$ cat src/rtl/mir_pkg.sv
`timescale 1ns / 1ps
// ----------------------------------------------------------------------------
// mir_pkg
// Shared sizes, status codes and controller/datapath interface types.
// ----------------------------------------------------------------------------
package mir_pkg;

  localparam int MAX_SAMPLES = 64;
  localparam int SW          = 32;
  localparam int IDX_W       = $clog2(MAX_SAMPLES);
  localparam int CNT_W       = $clog2(MAX_SAMPLES + 1);
  localparam int ACC_W       = SW + 2;
  localparam int FRAC_BITS   = 16;
  localparam int DVD_W       = ACC_W - 1 + FRAC_BITS;
  localparam int DIV_CNT_W   = $clog2(DVD_W + 1);

  localparam logic [1:0] ST_OK  = 2'd0;
  localparam logic [1:0] ST_SAT = 2'd1;
  localparam logic [1:0] ST_FEW = 2'd2;

  typedef struct packed {
    logic accept;
    logic ins_rd;
    logic ins_cmp;
    logic emit_start;
    logic q_rd;
    logic q_acc;
    logic e_rd;
    logic e_num;
    logic div_start;
    logic out_load;
    logic out_zero;
    logic next_i;
    logic clr_count;
  } cmd_t;

  typedef struct packed {
    logic stored;
    logic last;
    logic pos_zero;
    logic shift_more;
    logic small_set;
    logic k_last;
    logic i_last;
    logic div_done;
    logic out_valid;
  } stat_t;

endpackage

$ cat src/rtl/mir_ctrl.sv
`timescale 1ns / 1ps
// ----------------------------------------------------------------------------
// mir_ctrl
// Sequencer for loading, sorting, quartile gathering and result emission.
// ----------------------------------------------------------------------------
module mir_ctrl (
  input  logic            clk_i,
  input  logic            rst_ni,
  input  logic            in_valid_i,
  output logic            in_ready_o,
  input  mir_pkg::stat_t  stat_i,
  output mir_pkg::cmd_t   cmd_o
);
  import mir_pkg::*;

  typedef enum logic [11:0] {
    S_IDLE    = 12'b0000_0000_0001,
    S_INS_RD  = 12'b0000_0000_0010,
    S_INS_CMP = 12'b0000_0000_0100,
    S_START   = 12'b0000_0000_1000,
    S_SMALL   = 12'b0000_0001_0000,
    S_Q_RD    = 12'b0000_0010_0000,
    S_Q_ACC   = 12'b0000_0100_0000,
    S_E_RD    = 12'b0000_1000_0000,
    S_E_NUM   = 12'b0001_0000_0000,
    S_E_DIVS  = 12'b0010_0000_0000,
    S_E_DIV   = 12'b0100_0000_0000,
    S_WAIT    = 12'b1000_0000_0000
  } state_e;

  state_e state_q, state_d;
  logic   out_pending;

  assign in_ready_o = (state_q == S_IDLE);

  always_comb begin
    state_d     = state_q;
    cmd_o       = '0;
    out_pending = 1'b0;
    unique case (state_q)
      S_IDLE: begin
        if (in_valid_i) begin
          cmd_o.accept = 1'b1;
          state_d      = S_INS_RD;
        end
      end
      S_INS_RD: begin
        if (!stat_i.stored) begin
          state_d = stat_i.last ? S_START : S_IDLE;
        end else begin
          cmd_o.ins_rd = 1'b1;
          if (stat_i.pos_zero) begin
            state_d = stat_i.last ? S_START : S_IDLE;
          end else begin
            state_d = S_INS_CMP;
          end
        end
      end
      S_INS_CMP: begin
        cmd_o.ins_cmp = 1'b1;
        if (stat_i.shift_more) begin
          state_d = S_INS_RD;
        end else begin
          state_d = stat_i.last ? S_START : S_IDLE;
        end
      end
      S_START: begin
        cmd_o.emit_start = 1'b1;
        state_d          = stat_i.small_set ? S_SMALL : S_Q_RD;
      end
      S_SMALL: begin
        cmd_o.out_zero = 1'b1;
        state_d        = S_WAIT;
      end
      S_Q_RD: begin
        cmd_o.q_rd = 1'b1;
        state_d    = S_Q_ACC;
      end
      S_Q_ACC: begin
        cmd_o.q_acc = 1'b1;
        state_d     = stat_i.k_last ? S_E_RD : S_Q_RD;
      end
      S_E_RD: begin
        cmd_o.e_rd = 1'b1;
        state_d    = S_E_NUM;
      end
      S_E_NUM: begin
        cmd_o.e_num = 1'b1;
        state_d     = S_E_DIVS;
      end
      S_E_DIVS: begin
        cmd_o.div_start = 1'b1;
        state_d         = S_E_DIV;
      end
      S_E_DIV: begin
        if (stat_i.div_done) begin
          cmd_o.out_load = 1'b1;
          state_d        = S_WAIT;
        end
      end
      S_WAIT: begin
        out_pending = stat_i.out_valid;
        if (!out_pending) begin
          if (stat_i.i_last) begin
            cmd_o.clr_count = 1'b1;
            state_d         = S_IDLE;
          end else begin
            cmd_o.next_i = 1'b1;
            state_d      = stat_i.small_set ? S_SMALL : S_E_RD;
          end
        end
      end
      default: begin
        state_d = S_IDLE;
      end
    endcase
  end

  always_ff @(posedge clk_i or negedge rst_ni) begin
    if (!rst_ni) begin
      state_q <= S_IDLE;
    end else begin
      state_q <= state_d;
    end
  end

endmodule

$ cat config.mk
export PLATFORM = sky130hd
export DESIGN_NAME = mir_ctrl
export DESIGN_NICKNAME = d
export VERILOG_FILES = /design/src/rtl/mir_pkg.sv /design/src/rtl/mir_ctrl.sv
export SDC_FILE = /design/constraint.sdc
export NUM_CORES = 1
export LEC_CHECK = 0
export BUFFER_PORTS_ARGS = -buffer_cell sky130_fd_sc_hd__buf_2
export CAP_MARGIN = 5
export CORE_ASPECT_RATIO = 0.5
export CORE_MARGIN = 5
export CORE_UTILIZATION = 34
export DETAILED_ROUTE_END_ITERATION = 10
export PLACE_DENSITY = 0.66
export SLEW_MARGIN = 20
export SYNTH_ARGS = -nofsm -noshare
export SYNTH_HDL_FRONTEND = slang
export SYNTH_SLANG_ARGS = --single-unit
$ cat constraint.sdc
create_clock -name clk_i -period 1.7 [get_ports clk_i]
set_clock_uncertainty 0.15 [all_clocks]
set_input_delay 0.17 -clock clk_i [delete_from_list [all_inputs] [get_ports clk_i]]
set_output_delay 0.17 -clock clk_i [all_outputs]
set_load 0.1 [all_outputs]
* After elaboration in Yosys (flattened, before gate mapping)
Cells that the tools add are included.
Operators by class: equality and inequality tests 15, multiplexer cells 30, reduce and logical (&&, ||, !) cells 1
Operator list (count):
- case mux 12 bit (12 select lines) | 1
- two-way mux 12 bit | 4
- two-way mux 8 bit | 3
- two-way mux 1 bit | 16
- == test 12 x 1 -> 1 bit (second input constant) | 1
- == test 12 x 10 -> 1 bit (second input constant) | 1
- == test 12 x 11 -> 1 bit (second input constant) | 1
- == test 12 bit (second input constant) | 1
- == test 12 x 2 -> 1 bit (second input constant) | 1
- == test 12 x 3 -> 1 bit (second input constant) | 1
- == test 12 x 4 -> 1 bit (second input constant) | 1
- == test 12 x 5 -> 1 bit (second input constant) | 1
- == test 12 x 6 -> 1 bit (second input constant) | 1
- == test 12 x 7 -> 1 bit (second input constant) | 1
- == test 12 x 8 -> 1 bit (second input constant) | 1
- == test 12 x 9 -> 1 bit (second input constant) | 1
- two-way mux 4 bit | 3
- two-way mux 6 bit | 1
- inequality test 2 bit (second input constant) | 3
- two-way mux 2 bit | 2
- AND reduction 3 bit | 1
Storage, ports and cells: bits in registers 12, input port bits 12, output and inout port bits 14, logic and storage cells 47

* Depth between registers and ports, before layout
Gate-level depths: netlist (run 1).
depth after elaboration 4, gate-level depth with buffers 6, mapped depth without buffers 5

* Worst setup path after synthesis (run 1)
OpenSTA, ideal clock, no wires.
path type register -> output, from register state_q[2], to output port cmd_o[5] (netlist name), arrival 4.230 ns, path slack -2.850 ns, stages on the path, launching flop included 5, path buffers 1, cells stage by stage dfrtp_1 > buf_2 > nor4_2 > nand3b_1 > nor4b_1
RTL lines:
- start: declaration | RTL line mir_ctrl.sv:31 | state_e state_q, state_d;
- start signal: assignment | RTL line mir_ctrl.sv:123 | state_q <= state_d;
- end: declaration | RTL line mir_ctrl.sv:12 | output mir_pkg::cmd_t cmd_o

==> impl_metrics.env, run 1 <==
export IMPL_run_status="finished, violations left"
export IMPL_violations="negative setup slack"
export IMPL_row_count=13
export IMPL_initial_utilization_pct=34.9
export IMPL_grt_busiest_layer="met2"
export IMPL_diodes=0
export IMPL_synth_seq_cells=12
export IMPL_leakage_nw=0.814
export IMPL_final_cells=207
export IMPL_reg_top3="state_q (12)"
export IMPL_end_kind="output port"
export IMPL_hold_class="in -> reg"
export IMPL_drive_gt1_share_pct=65.3
export IMPL_synthDistinctLibCells=38
export IMPL_synth_area_leaders="dfrtp_1, nor2_1, nor4_4"
export IMPL_crit_fanout=3
export IMPL_regMostFlops="state_q"
export IMPL_hold_slack_ps=32.6
export IMPL_drc_errors=0
export IMPL_antenna_found_initial=0
export IMPL_final_hold_violation_count=0
export IMPL_grt_pass1_vias=1207
export IMPL_syn_nets=113
export IMPL_fin_nets=183
export IMPL_globalRouteMet1Util_pct=22.6
export IMPL_nFillCells=147
export IMPL_numCtsBuffers=3
export IMPL_vias=1159
export IMPL_syn_area_sq_um=892
export IMPL_largest_reg_flops=12
export IMPL_worstSetupStartpointType="flop"
export IMPL_synth_area_per_cell_sq_um=8.83
export IMPL_grt_max_degree=13
export IMPL_setup_viol=25
export IMPL_finalWorstSetupSlack_ps=-518
export IMPL_gp_congestion=0.909
export IMPL_stdcell_area_sq_mm=0.00194
export IMPL_netlist_top_cell_by_area="dfrtp_1"
export IMPL_cts_sinks=12
export IMPL_clk_pin_slew_ps=50
export IMPL_crit_arrival_ps=1900
export IMPL_drt_iter0_markers=55
export IMPL_root_buffer="clkbuf_8"
export IMPL_reg2reg_from="state_q[10]"
export IMPL_gr_usage_met2_pct=33.4
export IMPL_cp_required_ps=1380
export IMPL_hp_start="stat_i[7]"
export IMPL_path_class="reg -> out"
export IMPL_area_growth_pct=117
export IMPL_post_dp_cell_area_sq_mm=0.00159
export IMPL_clock_path_buffers=2
export IMPL_min_period_ps=2220
export IMPL_dp_cells=185
export IMPL_vias_per_cell=5.60
export IMPL_slew_violations=0
export IMPL_p_per_area_mw_per_mm2=1140
export IMPL_timing_fmax_ghz=0.451
export IMPL_clk_insertion_delay_late_ps=260
export IMPL_crit_start="state_q[1]"
export IMPL_worst_pin_slew_ps=311
export IMPL_synthCells=101
export IMPL_ios=26
export IMPL_wl_mm=3.70
export IMPL_final_util_pct=75.9
export IMPL_postRouteAntennaNets=0
export IMPL_use_met3_pct=6.84
export IMPL_synth_top_area_share_pct=30.9
export IMPL_seq_area_frac_synth_pct=33.8
export IMPL_grt_pass1_wl_mm=5.58
export IMPL_vdd_drop_max_mv=1.54
export IMPL_grt_remaining_overflow=0
export IMPL_die_h_microns=46.2
export IMPL_dpl_hpwl_mm=2.12
export IMPL_htree_levels=1
export IMPL_rsz0062_at_grt="true"
export IMPL_cts_tree="done"
export IMPL_die_w_microns=82.4
export IMPL_drt_first_pass_iters=4
export IMPL_drt_wirelength_per_cell_microns=17.9
export IMPL_numPortBuffers=25
export IMPL_period_share_pct=130
export IMPL_dieArea_sq_mm=0.00381
export IMPL_yosysWarnings=0
export IMPL_grt_util_all_layers_pct=20.2
export IMPL_cap_violations=0
export IMPL_maxSlewHeadroom_pct=79.1
export IMPL_coreArea_sq_mm=0.00255
## worst paths after layout
kind / end / slack (ps) / cells after the start
min: state_q[3] / 30 / 2
max in group asynchronous: state_q[0] / 930 / 2
max reg2reg: state_q[10] / -310 / 7
min in group asynchronous: state_q[7] / 180 / 2
min reg2reg: state_q[9] / 520 / 2
max: cmd_o[4] / -520 / 6
## cell usage after synthesis
cell / count
nor2_1: 12
dfrtp_1: 11
nor3_1: 8
inv_1: 6
nand2_1: 5
o21ai_0: 5
nand2b_1: 4
xor2_1: 4
a21oi_1: 3
nand4_1: 3
nor4b_1: 3
o22ai_1: 3
and3_1: 2
clkbuf_1: 2
nand2_2: 2
nor2b_1: 2
nor4_1: 2
nor4_2: 2
nor4_4: 2
nor4b_2: 2
a21o_1: 1
a221oi_1: 1
a22o_1: 1
a311o_1: 1
and2_1: 1
and4_2: 1
and4bb_1: 1
buf_2: 1
buf_4: 1
dfstp_2: 1
nand3_1: 1
nand3b_1: 1
nand4b_1: 1
nor3b_2: 1
o21a_1: 1
o21ai_2: 1
o31ai_1: 1
or3_4: 1
## layer usage
metal	vias to the layer above	wire, microns	share of wire (%)
met4	0	182	4.9
met2	72	1820	49
li1	508	-	-
met3	21	298	8.1
met5	-	0	0
met1	558	1390	38
## per-stage QoR
stage	power, W	setup TNS (ps)	setup slack [ps]
after CTS	0.00209	-7340	-486
after global placement	0.00148	-2940	-216
after global routing	0.00229	-9590	-583
final	0.00220	-8130	-518
after detailed placement	0.00150	-3420	-241
after floorplan	0.00105	-10070	-891
## critical path, stage by stage, from the launching register on
cell and delay, ps:
dfrtp_1 410, nor4_4 290, buf_4 170, nand3b_1 100
buf_6 150, nor4b_4 300, buf_12 220
## where the power goes
group	internal, W	switching, W
logic	0.000709	0.000798
registers	0.000325	0.0000348
clock network	0.000206	0.000127
## placed cells by master (no fill, tap or decap), types with 2 or more instances in the layout
master / instances
buf_4: 29
buf_12: 15
buf_2: 11
buf_6: 11
dfrtp_1: 9
nor4_4: 6
nor2_4: 5
nor3_4: 5
o21ai_0: 5
nand2b_1: 4
nand2_1: 4
inv_1: 4
nor2_2: 4
xor2_1: 4
clkbuf_8: 4
nand2_4: 3
nor2_1: 3
nor3_1: 3
nand4_1: 3
a21oi_1: 3
dlygate4sd3_1: 3
nor4b_4: 2
nor2b_1: 2
o22ai_2: 2
nor4b_2: 2
dfrtp_2: 2
## cells by family after synthesis
group / after synthesis / share of synthesized area [%]
flops: 12 / 33.8
simple gates: 57 / 44.3
compound gates: 18 / 13.2
xor+xnor: 4 / 3.93
buf+inv: 10 / 4.77
## layout make-up
type	instances	area [sq um]	share of cell area (%)
clock buffer	4	55.1	2.84
tap	37	46.3	2.39
inverter	6	26.3	1.36
sequential	12	304	15.7
timing repair buffer	69	727	37.5
multi-input combinational	79	779	40.2
## what timing repair did
item	CTS	global route
endpoints found under the setup margin	24	26
hold buffers	3	0
pin swaps	19	16
gates resized for setup	25	10
hold endpoints to repair	13	0
buffers inserted	11	7
No activity file was read; power rests on OpenSTA's default activity.
==> run 2, diff against run 1 <==
--- a/config.mk
+++ b/config.mk
@@ -8,10 +8,11 @@
 export BUFFER_PORTS_ARGS = -buffer_cell sky130_fd_sc_hd__buf_2
 export CAP_MARGIN = 5
 export CORE_ASPECT_RATIO = 0.5
-export CORE_MARGIN = 5
-export CORE_UTILIZATION = 34
+export CORE_MARGIN = 4
+export CORE_UTILIZATION = 30
 export DETAILED_ROUTE_END_ITERATION = 10
-export PLACE_DENSITY = 0.66
+export GPL_ROUTABILITY_DRIVEN = 0
+export PLACE_DENSITY = 0.61
 export SLEW_MARGIN = 20
 export SYNTH_ARGS = -nofsm -noshare
 export SYNTH_HDL_FRONTEND = slang
==> run 2 against run 1 <==
- the flow still finishes with violations (negative setup slack)
- sequential cell count unchanged
- non-clock buffer count down 1
- fmax up 0.48%
- clock-buffer cell count unchanged
==> impl_metrics.env, run 2 (same netlist as run 1, synthesis figures left out) <==
export IMPL_dp_cells=186
export IMPL_rsz0062_at_grt="true"
export IMPL_coreArea_sq_mm=0.00272
export IMPL_drt_iter0_markers=89
export IMPL_end_kind="output port"
export IMPL_clock_path_buffers=2
export IMPL_die_h_microns=46.6
export IMPL_finalWorstSetupSlack_ps=-508
export IMPL_run_status="finished, violations left"
export IMPL_p_per_area_mw_per_mm2=1150
export IMPL_timing_fmax_ghz=0.453
export IMPL_hp_start="stat_i[7]"
export IMPL_antenna_found_initial=0
export IMPL_setup_tns_ps=-8070
export IMPL_htree_levels=1
export IMPL_fin_nets=182
export IMPL_numPortBuffers=25
export IMPL_min_period_ps=2210
export IMPL_dieArea_sq_mm=0.00396
export IMPL_final_hold_violation_count=0
export IMPL_die_w_microns=85.1
export IMPL_grt_max_degree=13
export IMPL_layout_commonest_cell="buf_4"
export IMPL_grt_pass1_wl_mm=4.82
export IMPL_reg2reg_from="state_q[7]"
export IMPL_drc_errors=0
export IMPL_period_share_pct=130
export IMPL_drt_wirelength_per_cell_microns=15.1
export IMPL_area_growth_pct=109
export IMPL_ios=26
export IMPL_regMostFlops="state_q"
export IMPL_reg_top3="state_q (12)"
export IMPL_initial_utilization_pct=32.8
export IMPL_final_util_pct=68.7
export IMPL_cap_violations=0
export IMPL_postRouteAntennaNets=0
export IMPL_vias_per_cell=5.18
export IMPL_worst_pin_slew_ps=348
export IMPL_cp_required_ps=1380
export IMPL_total_power_w=0.00215
export IMPL_drive_gt1_share_pct=62.7
export IMPL_crit_fanout=5
export IMPL_final_cells=206
export IMPL_drt_first_pass_iters=4
export IMPL_vdd_drop_max_mv=1.14
export IMPL_setup_viol=22
export IMPL_layout_common_cells="buf_4, buf_12, buf_2"
export IMPL_row_count=13
export IMPL_maxSlewHeadroom_pct=76.6
export IMPL_hold_class="in -> reg"
export IMPL_clk_insertion_delay_late_ps=260
export IMPL_cts_sinks=12
export IMPL_root_buffer="clkbuf_8"
export IMPL_wl_mm=3.10
export IMPL_slew_violations=0
export IMPL_grt_pass1_vias=1031
export IMPL_grt_util_all_layers_pct=16.2
export IMPL_path_class="reg -> out"
export IMPL_dpl_hpwl_mm=2.03
export IMPL_leakage_nw=0.796
export IMPL_vias=1067
export IMPL_cts_tree="done"
export IMPL_worstSetupStartpointType="flop"
export IMPL_clk_pin_slew_ps=50
export IMPL_grt_remaining_overflow=0
export IMPL_crit_start="state_q[7]"
export IMPL_largest_reg_flops=12
export IMPL_diodes=0
export IMPL_numCtsBuffers=3
export IMPL_violations="negative setup slack"
export IMPL_crit_arrival_ps=1890
run 2: cell count changes in the layout (fill, tap and decap cells not counted), moves of 2 or more:
cell / before / now
buf_4: 29 / 32
nand2_4: 3 / 1
nor2_4: 5 / 2
nor2_1: 3 / 7
buf_6: 11 / 8
run 2: routing by layer:
metal	track usage, %	vias up	routed length, microns
li1	-	509	-
met1	20.6	510	1380
met2	27.3	41	1490
met3	5.00	7	181
met4	4.10	0	44
met5	0	-	0
run 2: power by group:
part / leakage [nW] / internal (W) / switching, W
logic: 0.608 / 0.000704 / 0.000751
registers: 0.159 / 0.000325 / 0.0000346
clock network: 0.0288 / 0.000206 / 0.000125
total: 0.796 / 0.00124 / 0.000911
run 2: cell type report:
class	count	area [sq um]
repair buffers	68	696
fillers	199	851
flip-flops and latches	12	304
clock buffers	4	55.1
well taps	37	46.3
inverters	6	26.3
multi-input cells	79	738
run 2: through the flow:
stage               setup slack [ps]  cell area (sq um)  hold WS, ps
finish                          -508               1870         30.6
global route                    -572               1870         44.3
CTS                             -491               1800         28.6
detailed placement              -243               1590        -81.3
global placement                -217               1590        -83.8
floorplan                       -891               1040         -276
run 2: timing repair:
item                                    in CTS  in global routing
endpoints found under the setup margin      22                 25
gates resized for setup                     13                  8
pin swaps                                   14                  9
hold buffers                                 3                  0
endpoints found under the hold margin       13                  0
setup buffers                                9                  6
cloned                                       0                  0
run 2: worst paths after layout:
check	end	slack, ps	cells past startpoint
min	state_q[3]	30	2
max	cmd_o[12]	-510	7
min in group asynchronous	state_q[6]	200	2
max in group asynchronous	state_q[0]	910	2
min reg2reg	state_q[10]	480	1
max reg2reg	state_q[11]	-350	7
run 2: worst max-delay path, cell delays in order, from the launching register on:
cell and delay, ps:
dfrtp_1 410, nor4_4 400, buf_4 180, nand4_1 110
buf_6 160, clkinvlp_4 60, and2_4 140, buf_12 160
==> run 3, diff against run 2 <==
--- a/config.mk
+++ b/config.mk
@@ -7,12 +7,14 @@
 export LEC_CHECK = 0
 export BUFFER_PORTS_ARGS = -buffer_cell sky130_fd_sc_hd__buf_2
 export CAP_MARGIN = 5
+export CELL_PAD_IN_SITES_DETAIL_PLACEMENT = 0
+export CELL_PAD_IN_SITES_GLOBAL_PLACEMENT = 2
 export CORE_ASPECT_RATIO = 0.5
 export CORE_MARGIN = 4
-export CORE_UTILIZATION = 30
+export CORE_UTILIZATION = 29
 export DETAILED_ROUTE_END_ITERATION = 10
 export GPL_ROUTABILITY_DRIVEN = 0
-export PLACE_DENSITY = 0.61
+export PLACE_DENSITY = 0.85
 export SLEW_MARGIN = 20
 export SYNTH_ARGS = -nofsm -noshare
 export SYNTH_HDL_FRONTEND = slang
==> constraint.sdc (replaced) <==
create_clock -name clk_i -period 2.5 [get_ports clk_i]
set_clock_uncertainty 0.15 [all_clocks]
set_input_delay 0.25 -clock clk_i [delete_from_list [all_inputs] [get_ports clk_i]]
set_output_delay 0.25 -clock clk_i [all_outputs]
set_load 0.1 [all_outputs]
==> run 3 against run 2 <==
- the run now ends clean
- power decreased by 47%
- core utilization decreased by 16 points
- routed wire length fell by 22%
- final cell count down 15%
- critical path depth is 2 lower
- clock-buffer cell count unchanged
- combinational power fell by 54%
- register-to-register slack improved by 880 ps
- clock power fell by 37%
- sequential power decreased by 26%
- highest routed layer unchanged
- cell area decreased by 23%
- die area increased by 3.0%
==> impl_metrics.env, run 3 (same netlist as run 1, synthesis figures left out) <==
export IMPL_root_buffer="clkbuf_8"
export IMPL_hold_class="in -> reg"
export IMPL_grt_pass1_vias=895
export IMPL_layout_common_cells="buf_2, buf_12, buf_4"
export IMPL_grt_max_degree=13
export IMPL_min_delay_path_depth=2
export IMPL_vias_per_cell=4.98
export IMPL_crit_arrival_ps=1970
export IMPL_dieArea_sq_mm=0.00408
export IMPL_numCtsBuffers=3
export IMPL_dpl_hpwl_mm=1.89
export IMPL_die_w_microns=86.4
export IMPL_clock_path_buffers=2
export IMPL_postRouteAntennaNets=0
export IMPL_period_share_pct=94.8
export IMPL_cts_resized=0
export IMPL_cts_sinks=12
export IMPL_largest_reg_flops=12
export IMPL_path_class="reg -> out"
export IMPL_initial_utilization_pct=32.3
export IMPL_regMostFlops="state_q"
export IMPL_run_status="complete, no violations"
export IMPL_reg_top3="state_q (12)"
export IMPL_reg2reg_to="state_q[1]"
export IMPL_worstSetupStartpointType="flop"
export IMPL_clk_insertion_delay_late_ps=240
export IMPL_grt_remaining_overflow=0
export IMPL_clk_pin_slew_ps=50
export IMPL_grt_util_all_layers_pct=13.3
export IMPL_maxSlewHeadroom_pct=67.9
export IMPL_layout_commonest_cell="buf_2"
export IMPL_timing_fmax_ghz=0.422
export IMPL_antenna_found_initial=0
export IMPL_slew_violations=0
export IMPL_min_period_ps=2370
export IMPL_row_count=13
export IMPL_vias=872
export IMPL_numPortBuffers=25
export IMPL_r2r_slack_ps=530
export IMPL_cts_tree="done"
export IMPL_drt_first_pass_iters=4
export IMPL_worst_pin_slew_ps=484
export IMPL_crit_fanout=7
export IMPL_reg2regPathDepth=6
export IMPL_wl_mm=2.41
export IMPL_fin_nets=151
export IMPL_setup_tns_ps=0
export IMPL_area_growth_pct=62.0
export IMPL_drt_wirelength_per_cell_microns=13.8
export IMPL_vdd_drop_max_mv=0.891
export IMPL_final_hold_violation_count=0
export IMPL_coreArea_sq_mm=0.00277
export IMPL_hold_end="state_q[5]"
export IMPL_reg2reg_from="state_q[8]"
export IMPL_htree_levels=1
export IMPL_end_kind="output port"
export IMPL_cap_violations=0
export IMPL_drt_iter0_markers=24
export IMPL_leakage_nw=0.619
export IMPL_grt_pass1_wl_mm=4.14
export IMPL_setup_viol=0
export IMPL_total_power_w=0.00114
export IMPL_p_per_area_mw_per_mm2=792
export IMPL_hp_start="stat_i[4]"
export IMPL_ios=26
export IMPL_diodes=0
export IMPL_die_h_microns=47.2
export IMPL_drive_gt1_share_pct=45.7
export IMPL_cp_required_ps=2100
export IMPL_drc_errors=0
## run 3: routing by layer
metal | routed length (microns) | vias up | track usage, % | share of wire (%)
li1 | - | 449 | - | -
met1 | 1160 | 404 | 16.8 | 48
met2 | 1120 | 17 | 22.3 | 46
met3 | 110 | 2 | 4.20 | 4.6
met4 | 22 | 0 | 3.73 | 0.91
met5 | 0 | - | 0 | 0
## run 3: report_power, final
part | switching [W] | internal, W | total (W)
clock | 0.0000689 | 0.000139 | 0.000208
combinational | 0.000386 | 0.000283 | 0.000670
sequential | 0.0000450 | 0.000222 | 0.000267
total | 0.000500 | 0.000644 | 0.00114
## run 3: area by class of cell
type | count | area, sq um
fillers | 261 | 1320
multi-input cells | 79 | 632
repair buffers | 37 | 383
well taps | 37 | 46.3
inverters | 6 | 26.3
flip-flops and latches | 12 | 303
clock buffers | 4 | 55.1
## run 3: how the worst max path moves through the flow
stage	startpoint	end	cells past startpoint
after detailed placement	state_q[7]	cmd_o[4]	4
final	state_q[8]	cmd_o[11]	5
after CTS	state_q[7]	cmd_o[4]	5
after floorplan	state_q[4]	cmd_o[0]	4
after global routing	state_q[8]	cmd_o[11]	5
after global placement	state_q[7]	cmd_o[4]	4
## run 3: per-stage QoR
| stage | setup slack (ps) | hold WS [ps] | utilization, % | instances | cell area (sq um) |
|---|---|---|---|---|---|
| final | 130 | 61.3 | 52.3 | 175 | 1450 |
| after global routing | -10.8 | 81.6 | 52.3 | 175 | 1450 |
| after CTS | 63.6 | 57.0 | 51.2 | 171 | 1420 |
| after detailed placement | 235 | -3.33 | 48.3 | 164 | 1340 |
| after global placement | 280 | -6.63 | 48.3 | 164 | 1340 |
| after floorplan | -254 | -196 | - | 101 | 988 |
## run 3: what timing repair did
action                                  in CTS  in global routing
setup buffers                                2                  4
endpoints found under the setup margin       1                  7
endpoints found under the hold margin       11                  0
hold buffers                                 1                  0
pin swaps                                    0                  3
## run 3: critical path, stage by stage (launching register included)
cell and delay, ps:
dfrtp_1 490, nor4_4 390, nand2_2 140, nor3_1 250
and3_1 260, buf_12 180
